--- config.mk ---
export PLATFORM = sky130hd
export DESIGN_NAME = lpn_cfg_regs
export DESIGN_NICKNAME = d
export VERILOG_FILES = /design/src/design/lp_norm_axis_reduce_assert.svh /design/src/design/lpn_pkg.sv /design/src/design/lpn_cfg_regs.sv
export SDC_FILE = /design/constraint.sdc
export NUM_CORES = 1
export LEC_CHECK = 0
export BUFFER_PORTS_ARGS = -buffer_cell sky130_fd_sc_hd__clkbuf_2
export CAP_MARGIN = 10
export CORE_MARGIN = 10
export CORE_UTILIZATION = 35
export CTS_CLUSTER_DIAMETER = 30
export DETAILED_ROUTE_END_ITERATION = 6
export PLACE_DENSITY = 0.58
export SYNTH_ARGS = -nofsm -noshare
export SYNTH_HDL_FRONTEND = slang
export SYNTH_SLANG_ARGS = --single-unit
--- constraint.sdc ---
create_clock -name clk -period 2.75 [get_ports clk]
set_input_delay 0.4125 -clock clk [delete_from_list [all_inputs] [get_ports clk]]
set_output_delay 0.4125 -clock clk [all_outputs]
set_load 0.02 [all_outputs]
--- src/design/lp_norm_axis_reduce_assert.svh ---
// Assertion macros shared by the norm reduction block.
// Each macro expects a clock named clk and an active-low reset named arst_n in scope.
`ifndef LP_NORM_AXIS_REDUCE_ASSERT_SVH
`define LP_NORM_AXIS_REDUCE_ASSERT_SVH

// Same-cycle implication.
`define LPN_ASSERT_IMP(lbl, ante, cons, msg) \
lbl: assert property (@(posedge clk) disable iff (!arst_n) (ante) |-> (cons)) \
	else $error(msg);

// Next-cycle implication.
`define LPN_ASSERT_NXT(lbl, ante, cons, msg) \
lbl: assert property (@(posedge clk) disable iff (!arst_n) (ante) |=> (cons)) \
	else $error(msg);

`endif

--- src/design/lpn_pkg.sv ---
// Shared constants and types for the norm reduction block.
// No dependencies.
`timescale 1ns / 1ps

package lpn_pkg;

	localparam int SAMPLE_BITS = 16;
	localparam int INNER_MAX   = 1024;
	localparam int SLOT_W      = $clog2(INNER_MAX);
	localparam int ACC_W       = 48;
	localparam int TERM_W      = 2 * SAMPLE_BITS;
	localparam int NORM_W      = 32;
	localparam int ROOT_W      = ACC_W / 2;
	localparam int LEN_W       = 17;
	localparam int ILEN_W      = 11;
	localparam int POS_W       = 16;
	localparam int MODE_W      = 2;
	localparam int LEN_MAX     = 65536;
	localparam int ADDR_W      = 4;
	localparam int DATA_W      = 32;

	localparam logic [MODE_W-1:0] MODE_L1 = 2'd1;

	localparam logic [1:0] REG_P_MODE    = 2'd0;
	localparam logic [1:0] REG_AXIS_LEN  = 2'd1;
	localparam logic [1:0] REG_INNER_LEN = 2'd2;
	localparam logic [1:0] REG_OUTER_LEN = 2'd3;

	typedef struct packed {
		logic              mode1;
		logic [POS_W-1:0]  alen_m1;
		logic [SLOT_W-1:0] ilen_m1;
		logic [POS_W-1:0]  olen_m1;
	} cfg_t;

	typedef struct packed {
		logic [SLOT_W-1:0] slot;
		logic [TERM_W-1:0] term;
		logic              zero;
	} acc_req_t;

endpackage

--- src/design/lpn_cfg_regs.sv ---
// Configuration registers behind the APB-style port, with effective lengths.
// Depends on lpn_pkg.
`timescale 1ns / 1ps

module lpn_cfg_regs import lpn_pkg::*; (
	input  logic              clk,
	input  logic              arst_n,
	input  logic              psel,
	input  logic              penable,
	input  logic              pwrite,
	input  logic [ADDR_W-1:0] paddr,
	input  logic [DATA_W-1:0] pwdata,
	output logic [DATA_W-1:0] prdata,
	output cfg_t              cfg
);

	logic [MODE_W-1:0] p_mode_q;
	logic [LEN_W-1:0]  axis_len_q;
	logic [ILEN_W-1:0] inner_len_q;
	logic [LEN_W-1:0]  outer_len_q;
	logic [1:0]        index;
	logic              wr_en;

	assign index = paddr[ADDR_W-1:2];
	assign wr_en = psel & penable & pwrite;

	always_ff @(posedge clk or negedge arst_n) begin
		if (!arst_n) begin
			p_mode_q    <= MODE_W'(2);
			axis_len_q  <= LEN_W'(1);
			inner_len_q <= ILEN_W'(1);
			outer_len_q <= LEN_W'(1);
		end else if (wr_en) begin
			unique case (index)
				REG_P_MODE:    p_mode_q    <= pwdata[MODE_W-1:0];
				REG_AXIS_LEN:  axis_len_q  <= pwdata[LEN_W-1:0];
				REG_INNER_LEN: inner_len_q <= pwdata[ILEN_W-1:0];
				REG_OUTER_LEN: outer_len_q <= pwdata[LEN_W-1:0];
			endcase
		end
	end

	always_comb begin
		unique case (index)
			REG_P_MODE:    prdata = DATA_W'(p_mode_q);
			REG_AXIS_LEN:  prdata = DATA_W'(axis_len_q);
			REG_INNER_LEN: prdata = DATA_W'(inner_len_q);
			REG_OUTER_LEN: prdata = DATA_W'(outer_len_q);
		endcase
	end

	// A zero length acts as one; an oversized length saturates.
	always_comb begin
		cfg.mode1 = (p_mode_q == MODE_L1);
		if (axis_len_q == '0)
			cfg.alen_m1 = '0;
		else if (axis_len_q > LEN_W'(LEN_MAX))
			cfg.alen_m1 = POS_W'(LEN_MAX - 1);
		else
			cfg.alen_m1 = POS_W'(axis_len_q - LEN_W'(1));
		if (inner_len_q == '0)
			cfg.ilen_m1 = '0;
		else if (inner_len_q > ILEN_W'(INNER_MAX))
			cfg.ilen_m1 = SLOT_W'(INNER_MAX - 1);
		else
			cfg.ilen_m1 = SLOT_W'(inner_len_q - ILEN_W'(1));
		if (outer_len_q == '0)
			cfg.olen_m1 = '0;
		else if (outer_len_q > LEN_W'(LEN_MAX))
			cfg.olen_m1 = POS_W'(LEN_MAX - 1);
		else
			cfg.olen_m1 = POS_W'(outer_len_q - LEN_W'(1));
	end

endmodule

==> flow_metrics.tcl <==
set metrics [dict create \
    post-route-util_pct 43.9 \
    power_frac_seq_pct 36.3 \
    synth_top_area_share_pct 32.0 \
    grt_max_degree 48 \
    nNetsFinal 461 \
    synth_edf_count 0 \
    synth_area_leaders "dfrtp_1 (32%), mux2_2 (17%), xor2_1 (6.2%)" \
    area_delta_synth_final_pct 21.0 \
    final_max_slew_viol_count 0 \
    port_buffers 83 \
    cp_data_arrival_time_ns 2.22 \
    die_area_mm2 0.0139 \
    internal_power_uw 1770 \
    maxCapViolations 0 \
    viasPerCell 5.06 \
    period_minus_slack_ns 2.64 \
    synth_seq_cells 47 \
    routed-via-count 2760 \
    skew_ns 0 \
    worstSetupStartpointType "flip-flop" \
    crit_chain "inv_1 > ha_1 > nor4b_1 > nand4_1 > nor2_4 > buf_12 > o21ai_0 > clkbuf_2" \
    crit_type "flip-flop to output port" \
    dr.pass1.iters 4 \
    syn_area_per_cell_um2 10.3 \
    coreArea_mm2 0.00928 \
    cts_sinks 47 \
    gp_congestion 0.795 \
    synth_largest_area_cell "dfrtp_1" \
    clock_latency_ns 0.29 \
    grt_pass1_vias 2853 \
    num_rows 35 \
    vdd_drop_max_mv 0.393 \
    start_util_pct 36.3 \
    clkTransAtPathRegs_ns 0.09 \
    cts_max_level 2 \
    fin_total_pwr_uw 3190 \
    io_pins 116 \
    synth_area_mm2 0.00337 \
    min_period_over_period_pct 95.9 \
    cts_buffers 5 \
    wl_um 9700 \
    yosysWarnings 0 \
    die_y_um 118 \
    power_density_mw_per_mm2 785 \
    hp-class "input pin to asynchronous set/reset pin" \
    cts_buffer_depth 2 \
    worst-path-max-fanout 15 \
    synth-main-ff-cell "dfrtp_1" \
    ys_async_sr_fraction_pct 100 \
    tns_ns 0 \
    synthDistinctLibCells 49 \
    worst_pin_slew_ns 0.587 \
    fmax_ghz 0.379 \
    grt-ovfl-total 0 \
    status "finished, final reports clean" \
    slowest_delay_ns 0.59 \
    relSlewSlack_pct 60.9 \
    dpl_cell_area_mm2 0.00386 \
    endpoint_kind "output port" \
    cts_tree "done" \
    leakagePower_uw 0.00176 \
    dpl.hpwl_um 7580 \
    final-hold-violation-count 0 \
    required_ns 2.34 \
    setup_viol 0 \
    die_w_um 118 \
    grt_antenna_before_repair 0 \
    p_sw_uw 1430 \
    synthCells 328 \
    drtIter0Drc 139 \
    grt_pass1_wl_um 15200 \
    critPathTopFamily "flip-flops" \
    drcViolationCount 0 \
    fin_area_mm2 0.00407 \
    clock_power_share_pct 15.8 \
    layout-drive-gt1-share_pct 42.3 \
    wire_per_inst_um 17.8 \
    antenna_cells 0 \
    rsz0062_at_grt "false" \
    drtAntennaViolNets 0 \
    combPwrFrac_pct 47.9 \
    yosysSeqAreaShare_pct 35.1 \
    cp_num_buf_inv 3 \
    swShare_pct 44.7 \
    cts_root_buffer "clkbuf_8" \
    critPathSlowestCell "dfstp_2" \
    grt_usage_pct 13.3 \
]
[power groups by stage]
stage,sequential [µW],combinational [µW],clock [µW]
3_3_place_gp,1150,1500,0
2_1_floorplan,1070,1090,0
3_5_place_dp,1160,1510,0
4_1_cts,1150,1520,512
5_1_grt,1190,1680,541
6_report,1160,1530,504
[logic make-up after synthesis]
| kind of cell | synth area share (%) |
|---|---|
| AOI/OAI and AO/OA | 11.2 |
| buffers and inverters | 7.06 |
| DFF | 35.1 |
| muxes | 19.9 |
| other | 0.111 |
| adders and majority gates | 1.86 |
| and+or+nand+nor | 16.5 |
| xor gates and xnor gates | 8.33 |
[timing repair]
| action | 4_1_cts | 5_1_grt |
|---|---|---|
| setup buffers | 1 | 3 |
| pin swaps | 1 | 2 |
| endpoints found under the setup margin | 8 | 28 |
| hold buffers | 0 | 0 |
| gates resized for setup | 2 | 5 |
[cells in the mapped netlist, drive strengths merged, types with 4 or more instances]
cell type,number
mux2,50
dfrtp,43
buf,28
o21ai,24
xor2,24
a21oi,22
nand2,14
nor3,11
nor2,10
a22o,9
nand4,9
nor2b,8
xnor2,8
inv,7
nand3,7
mux2i,6
nor4,6
ha,5
nand3b,5
dfstp,4
[stage by stage]
step / hold slack, ns / instances / worst slack, ns
after floorplan: 0.117 / 342 / 0.422
after global placement: 0.510 / 533 / 0.359
after detailed placement: 0.529 / 533 / 0.311
after CTS: 0.226 / 542 / 0.0725
after global routing: 0.244 / 545 / 0.0131
final: 0.198 / 545 / 0.114
[worst paths after layout]
kind | start | endpoint | slack (ns) | cells past startpoint
min reg2reg | p_mode_q[0] | p_mode_q[0] | 0.55 | 1
min in group clk | pwdata[15] | outer_len_q[15] | 0.36 | 2
min | arst_n | inner_len_q[2] | 0.20 | 2
max reg2reg | outer_len_q[9] | outer_len_q[9] | 1.77 | 2
max | axis_len_q[0] | cfg[27] | 0.11 | 8
max in group asynchronous | arst_n | outer_len_q[12] | 2.16 | 2
[layout by cell type (no fill, tap or decap), drive strengths merged, types with 2 or more instances in the layout]
master,count
a22o,9
dfrtp,43
nand3,7
nand4,9
dfstp,4
nand3b,5
nor2,10
nand2,14
inv,7
o31ai,3
buf,14
o21ai,24
ha,5
xnor2,8
mux2,50
or3,3
a21oi,22
mux4,2
nand4b,2
clkbuf,90
a31oi,3
xor2,24
nor3b,3
conb,15
nor4,6
mux2i,6
nor3,11
nor2b,8
nor4b,2
[worst register-to-register path, delay by kind of cell, from the launching register on]
family | cells | cell delay, ns
flops | 1 | 0.42
mux | 1 | 0.29
buf+inv | 1 | 0.16
[area by class of cell]
cell class	count	area [µm²]
Fill cell	920	5210
Multi-Input combinational cell	257	2040
Sequential cell	47	1180
Timing Repair Buffer	97	558
Tap cell	129	161
Clock buffer	7	76.3
Clock inverter	1	30.0
Inverter	7	26.3
[metal layers]
layer  share of wire [%]  GRT usage (%)  wire length [µm]  vias up
li1                    -              -                 -     1337
met1                  45           16.7              4390     1345
met2                  47           21.8              4600       73
met3                 6.7           4.32               648        5
met4                0.64           2.09                62        0
met5                   0              0                 0        -
[registers in the layout (all words and copies together), names as in the netlist]
name	flops
inner_len_q	11
p_mode_q	2
axis_len_q	17
outer_len_q	17
(Power assumes the default switching activity.)
