[src/design/lp_norm_axis_reduce_assert.svh]
// Assertion macros shared by the norm reduction block.
// Each macro expects a clock named clk and an active-low reset named arst_n in scope.
`ifndef LP_NORM_AXIS_REDUCE_ASSERT_SVH
`define LP_NORM_AXIS_REDUCE_ASSERT_SVH

// Same-cycle implication.
`define LPN_ASSERT_IMP(lbl, ante, cons, msg) \
lbl: assert property (@(posedge clk) disable iff (!arst_n) (ante) |-> (cons)) \
	else $error(msg);

// Next-cycle implication.
`define LPN_ASSERT_NXT(lbl, ante, cons, msg) \
lbl: assert property (@(posedge clk) disable iff (!arst_n) (ante) |=> (cons)) \
	else $error(msg);

`endif

[src/design/lpn_pkg.sv]
// Shared constants and types for the norm reduction block.
// No dependencies.
`timescale 1ns / 1ps

package lpn_pkg;

	localparam int SAMPLE_BITS = 16;
	localparam int INNER_MAX   = 1024;
	localparam int SLOT_W      = $clog2(INNER_MAX);
	localparam int ACC_W       = 48;
	localparam int TERM_W      = 2 * SAMPLE_BITS;
	localparam int NORM_W      = 32;
	localparam int ROOT_W      = ACC_W / 2;
	localparam int LEN_W       = 17;
	localparam int ILEN_W      = 11;
	localparam int POS_W       = 16;
	localparam int MODE_W      = 2;
	localparam int LEN_MAX     = 65536;
	localparam int ADDR_W      = 4;
	localparam int DATA_W      = 32;

	localparam logic [MODE_W-1:0] MODE_L1 = 2'd1;

	localparam logic [1:0] REG_P_MODE    = 2'd0;
	localparam logic [1:0] REG_AXIS_LEN  = 2'd1;
	localparam logic [1:0] REG_INNER_LEN = 2'd2;
	localparam logic [1:0] REG_OUTER_LEN = 2'd3;

	typedef struct packed {
		logic              mode1;
		logic [POS_W-1:0]  alen_m1;
		logic [SLOT_W-1:0] ilen_m1;
		logic [POS_W-1:0]  olen_m1;
	} cfg_t;

	typedef struct packed {
		logic [SLOT_W-1:0] slot;
		logic [TERM_W-1:0] term;
		logic              zero;
	} acc_req_t;

endpackage

[src/design/lpn_sqrt.sv]
// Bit-serial floor square root of the accumulated sum, one result bit a step.
// Depends on lpn_pkg.
`timescale 1ns / 1ps

module lpn_sqrt import lpn_pkg::*; (
	input  logic              clk,
	input  logic              arst_n,
	input  logic              start,
	input  logic [ACC_W-1:0]  operand,
	output logic              done,
	output logic [ROOT_W-1:0] root
);

	logic [ACC_W-1:0] rem_q;
	logic [ACC_W-1:0] res_q;
	logic [ACC_W-1:0] bit_q;
	logic [ACC_W-1:0] trial;
	logic             take;
	logic             busy_q;
	logic             done_q;

	assign trial = res_q + bit_q;
	assign take  = (rem_q >= trial);
	assign done  = done_q;
	assign root  = res_q[ROOT_W-1:0];

	always_ff @(posedge clk or negedge arst_n) begin
		if (!arst_n) begin
			busy_q <= 1'b0;
			done_q <= 1'b0;
		end else begin
			done_q <= busy_q & bit_q[0];
			if (start)
				busy_q <= 1'b1;
			else if (busy_q && bit_q[0])
				busy_q <= 1'b0;
		end
	end

	always_ff @(posedge clk) begin
		if (start) begin
			rem_q <= operand;
			res_q <= '0;
			bit_q <= ACC_W'(1) << (ACC_W - 2);
		end else if (busy_q) begin
			if (take) begin
				rem_q <= rem_q - trial;
				res_q <= (res_q >> 1) + bit_q;
			end else begin
				res_q <= res_q >> 1;
			end
			bit_q <= bit_q >> 2;
		end
	end

endmodule

[config.mk]
export PLATFORM = sky130hd
export DESIGN_NAME = lpn_sqrt
export DESIGN_NICKNAME = d
export VERILOG_FILES = /design/src/design/lp_norm_axis_reduce_assert.svh /design/src/design/lpn_pkg.sv /design/src/design/lpn_sqrt.sv
export SDC_FILE = /design/constraint.sdc
export NUM_CORES = 1
export LEC_CHECK = 0
export BUFFER_PORTS_ARGS = -buffer_cell sky130_fd_sc_hd__clkbuf_2
export CAP_MARGIN = 20
export CORE_AREA = 3 3 145 147
export CTS_CLUSTER_DIAMETER = 30
export CTS_CLUSTER_SIZE = 16
export DETAILED_ROUTE_END_ITERATION = 8
export DIE_AREA = 0 0 148 150
export GPL_ROUTABILITY_DRIVEN = 0
export HOLD_SLACK_MARGIN = 0.02
export PLACE_DENSITY = 0.78
export SKIP_CTS_REPAIR_TIMING = 1
export SLEW_MARGIN = 20
export SYNTH_ARGS = -nofsm -noshare
export SYNTH_HDL_FRONTEND = slang
export SYNTH_SLANG_ARGS = --single-unit
export TNS_END_PERCENT = 1
[constraint.sdc]
create_clock -name clk -period 7.7 [get_ports clk]
set_clock_uncertainty 0.1 [all_clocks]
set_input_delay 0.385 -clock clk [delete_from_list [all_inputs] [get_ports clk]]
set_output_delay 0.385 -clock clk [all_outputs]
set_load 0.05 [all_outputs]
==> impl_metrics.prom <==
# TYPE chip_impl_metric gauge
chip_impl_metric{name="synth_seq_area_share",unit="%"} 26.1
chip_impl_metric{name="synth_edf_count",unit=""} 48
chip_impl_metric{name="grtUsageTotal",unit="%"} 27.8
chip_impl_info{name="clock_tree.root_cell",value="clkbuf_16"} 1
chip_impl_metric{name="dr.first_iter.drc_count",unit=""} 776
chip_impl_metric{name="whs_path_depth",unit=""} 3
chip_impl_metric{name="ir_drop",unit="mV"} 0.209
chip_impl_info{name="layout.cells.most_common",value="nand2_1"} 1
chip_impl_metric{name="placed_cells_incl_taps",unit=""} 1665
chip_impl_metric{name="io_buffers",unit=""} 75
chip_impl_metric{name="clock_insertion_delay_worst_skew",unit="ps"} 430
chip_impl_info{name="worstHoldPathType",value="in -> reg"} 1
chip_impl_metric{name="worst-path-max-fanout",unit=""} 23
chip_impl_metric{name="area_growth",unit="%"} 7.47
chip_impl_metric{name="critical_path_required",unit="ps"} 7940
chip_impl_metric{name="grt_antenna_before_repair",unit=""} 0
chip_impl_metric{name="vias_per_cell",unit=""} 6.33
chip_impl_metric{name="reg2reg_depth",unit=""} 21
chip_impl_metric{name="num_vias",unit=""} 10754
chip_impl_info{name="final_cell_mix",value="151 x nand2_1, 137 x nor2_1, 119 x o21ai_0, 98 x ha_1, 86 x a21oi_1"} 1
chip_impl_metric{name="start_util",unit="%"} 56.1
chip_impl_metric{name="timing.fmax",unit="MHz"} 146
chip_impl_metric{name="drt_first_pass_iters",unit=""} 6
chip_impl_info{name="cts_tree",value="done"} 1
chip_impl_metric{name="drt-total-wl",unit="mm"} 30.5
chip_impl_metric{name="vias_in_the_first_global_route",unit=""} 10390
chip_impl_metric{name="netlist-cell-type-count",unit=""} 81
chip_impl_metric{name="power.density",unit="mW/mm^2"} 372
chip_impl_metric{name="global_route_wire_length_before_repair",unit="mm"} 50.5
chip_impl_metric{name="syn_area",unit="mm^2"} 0.0112
chip_impl_metric{name="grt_start_max_net_pins",unit=""} 97
chip_impl_info{name="setup.worst_path.class",value="reg -> reg"} 1
chip_impl_metric{name="power.static_leakage",unit="nW"} 4.85
chip_impl_info{name="crit_path_start_kind",value="flip-flop"} 1
chip_impl_metric{name="worst-endpoint-arrival",unit="ps"} 7090
chip_impl_metric{name="synthArstFlopShare",unit="%"} 1.64
chip_impl_metric{name="floorplan.die.height",unit="um"} 150
chip_impl_metric{name="final_max_tran_viols",unit=""} 0
chip_impl_metric{name="final.setup.tns",unit="ps"} 0
chip_impl_metric{name="post_dp_cell_area",unit="mm^2"} 0.0115
chip_impl_metric{name="finalSetupViolCount",unit=""} 0
chip_impl_metric{name="worst_setup_hold_path_clk_slew",unit="ps"} 60
chip_impl_metric{name="synth_nets",unit=""} 1562
chip_impl_metric{name="clock_tree.htree_level_count",unit=""} 4
chip_impl_metric{name="chipWidth",unit="um"} 148
chip_impl_metric{name="syn_area_per_cell",unit="um^2"} 7.96
chip_impl_info{name="rsz0062_at_grt",value="no"} 1
chip_impl_metric{name="clkSinkCount",unit=""} 122
chip_impl_metric{name="i_o_pin_count",unit=""} 76
chip_impl_metric{name="final_area",unit="mm^2"} 0.0121
chip_impl_metric{name="final_layout_size_suffix_gt1_share",unit="%"} 11.1
chip_impl_metric{name="ys_seq_elements",unit=""} 122
chip_impl_metric{name="finalNetCount",unit=""} 1565
chip_impl_metric{name="post-route-drc-count",unit=""} 0
chip_impl_metric{name="grt.overflow.total",unit=""} 0
chip_impl_metric{name="layout_worst_path_cycle_share",unit="%"} 88.9
chip_impl_metric{name="final-hold-violation-count",unit=""} 0
chip_impl_metric{name="antennaDiodeCount",unit=""} 0
chip_impl_metric{name="post_drt_wl_per_cell",unit="um"} 18.0
chip_impl_metric{name="die-area",unit="mm^2"} 0.0222
chip_impl_metric{name="finalWorstPathRequiredPeriod",unit="ps"} 6850
chip_impl_metric{name="coreArea",unit="mm^2"} 0.0200
chip_impl_metric{name="worstMarginPinSlew",unit="ps"} 915
chip_impl_info{name="critPathCaptureType",value="flip-flop"} 1
chip_impl_metric{name="fin_cells",unit=""} 1698
chip_impl_info{name="status",value="finished clean"} 1
chip_impl_metric{name="dpl_hpwl",unit="mm"} 22.4
chip_impl_metric{name="number_of_filler_instances_in_the_final_layout",unit=""} 1818
chip_impl_metric{name="synthesis.instances",unit=""} 1412
chip_impl_info{name="predominant_post_synthesis_flop_cell",value="dfxtp_1"} 1
chip_impl_metric{name="ctsLongestPathBuffers",unit=""} 2
chip_impl_metric{name="cts_made_buffers",unit=""} 17
chip_impl_metric{name="antenna_left",unit=""} 0
chip_impl_metric{name="yosysWarningCount",unit=""} 0
chip_impl_metric{name="num_rows",unit=""} 52
chip_impl_metric{name="cap_viol_max_count",unit=""} 0
chip_impl_metric{name="slew_headroom",unit="%"} 39.0
-- layout make-up --
| class | instances | area (um^2) | share of cell area [%] |
|---|---|---|---|
| clock buffers | 26 | 512 | 4.23 |
| inverters | 34 | 128 | 1.06 |
| repair buffers | 84 | 448 | 3.71 |
| clock inverters | 6 | 36.3 | 0.300 |
| multi-input cells | 1156 | 7690 | 63.6 |
| well taps | 270 | 338 | 2.80 |
| flip-flops and latches | 122 | 2940 | 24.3 |
-- state kept, by name, indices dropped and copies added (netlist names) --
signal	count
res_q	48
rem_q	48
bit_q	24
done	1
busy_q	1
-- where the power goes --
group / leakage (nW) / total [mW] / switching [mW] / internal, mW
Clock: 0.268 / 0.767 / 0.310 / 0.457
Combinational: 3.48 / 2.63 / 1.63 / 1.00
Sequential: 1.11 / 1.09 / 0.155 / 0.933
Total: 4.85 / 4.49 / 2.10 / 2.39
-- synth_stat cells (all sizes together), types with 5 or more instances --
library cell / n / area (um^2)
nand2: 151 / 567
nor2: 138 / 521
o21ai: 124 / 624
ha: 98 / 1230
a21oi: 88 / 448
dfxtp: 72 / 1440
clkbuf: 57 / 218
a31oi: 53 / 338
xor2: 53 / 464
xnor2: 49 / 429
edfxtp: 48 / 1440
buf: 43 / 292
mux2i: 34 / 340
inv: 33 / 124
nand4: 30 / 188
nor3: 30 / 160
a211oi: 25 / 188
a21o: 25 / 188
o21bai: 22 / 169
nand3: 20 / 100
a311oi: 19 / 166
nor2b: 16 / 100
a31o: 15 / 131
o31ai: 14 / 110
o22ai: 13 / 81.3
nand2b: 12 / 75.1
o21a: 12 / 90.1
or3: 11 / 68.8
o211ai: 9 / 67.6
and3: 8 / 50.1
nor4: 8 / 56.3
or2: 8 / 50.1
a21boi: 7 / 56.3
a2111oi: 6 / 65.1
and2: 6 / 37.5
mux2: 5 / 56.3
-- layer usage --
layer  global-route usage [%]  share of wire [%]
met5                        0                  0
met4                     11.9                3.6
met3                     6.66                7.0
met2                     47.1                 48
met1                     33.6                 42
-- metrics by stage --
stage                     util (%)  total power, mW  setup slack, ps  hold slack, ps
after floorplan                  -             3.13              978           -10.6
after global placement        57.5             3.61             1330            85.0
after detailed placement      57.5             3.67             1200            80.9
after CTS                     60.3             4.45             1130            -373
after global routing          60.3             4.83              641             139
final                         60.3             4.49              854             128
-- critical path: stages (launching register included) --
cell       delay, ps
dfxtp_1          430
ha_1             310
and3_1           200
nor4_1           330
nor4_1           170
o2111ai_1        460
a211oi_1         150
nor3_1           490
o21bai_1         220
a31oi_1          230
xor2_1            90
ha_1             380
and4_1           380
nand2_1           90
nor4_1           560
nand4_1          270
nand4b_1         170
buf_4            290
or2_1            600
buf_4            370
o311ai_0         180
a311oi_1         270
-- path summary, 6_finish.rpt --
path,from,to,slack [ps]
max in group asynchronous,arst_n,busy_q$_DFFE_PN0P_,7200
setup reg to reg,res_q[2]$_SDFFE_PP0P_,res_q[14]$_SDFFE_PP0P_,850
setup / recovery,res_q[2]$_SDFFE_PP0P_,res_q[14]$_SDFFE_PP0P_,850
min in group asynchronous,arst_n,busy_q$_DFFE_PN0P_,180
hold / removal,operand[15],rem_q[15]$_DFFE_PP_,130
hold reg to reg,res_q[0]$_SDFFE_PP0P_,res_q[0]$_SDFFE_PP0P_,410
-- cell families (layout without fill, tap and decap cells) --
logic type | Yosys count | count (layout) | share of synthesized area [%]
compound gates | 468 | 468 | 27.4
simple gates | 448 | 448 | 18.3
buf+inv | 134 | 150 | 5.66
flops | 122 | 122 | 26.1
xor+xnor | 102 | 102 | 7.94
fa+ha+maj | 99 | 99 | 11.1
mux | 39 | 39 | 3.53
Power figures use the tool's default switching activity.
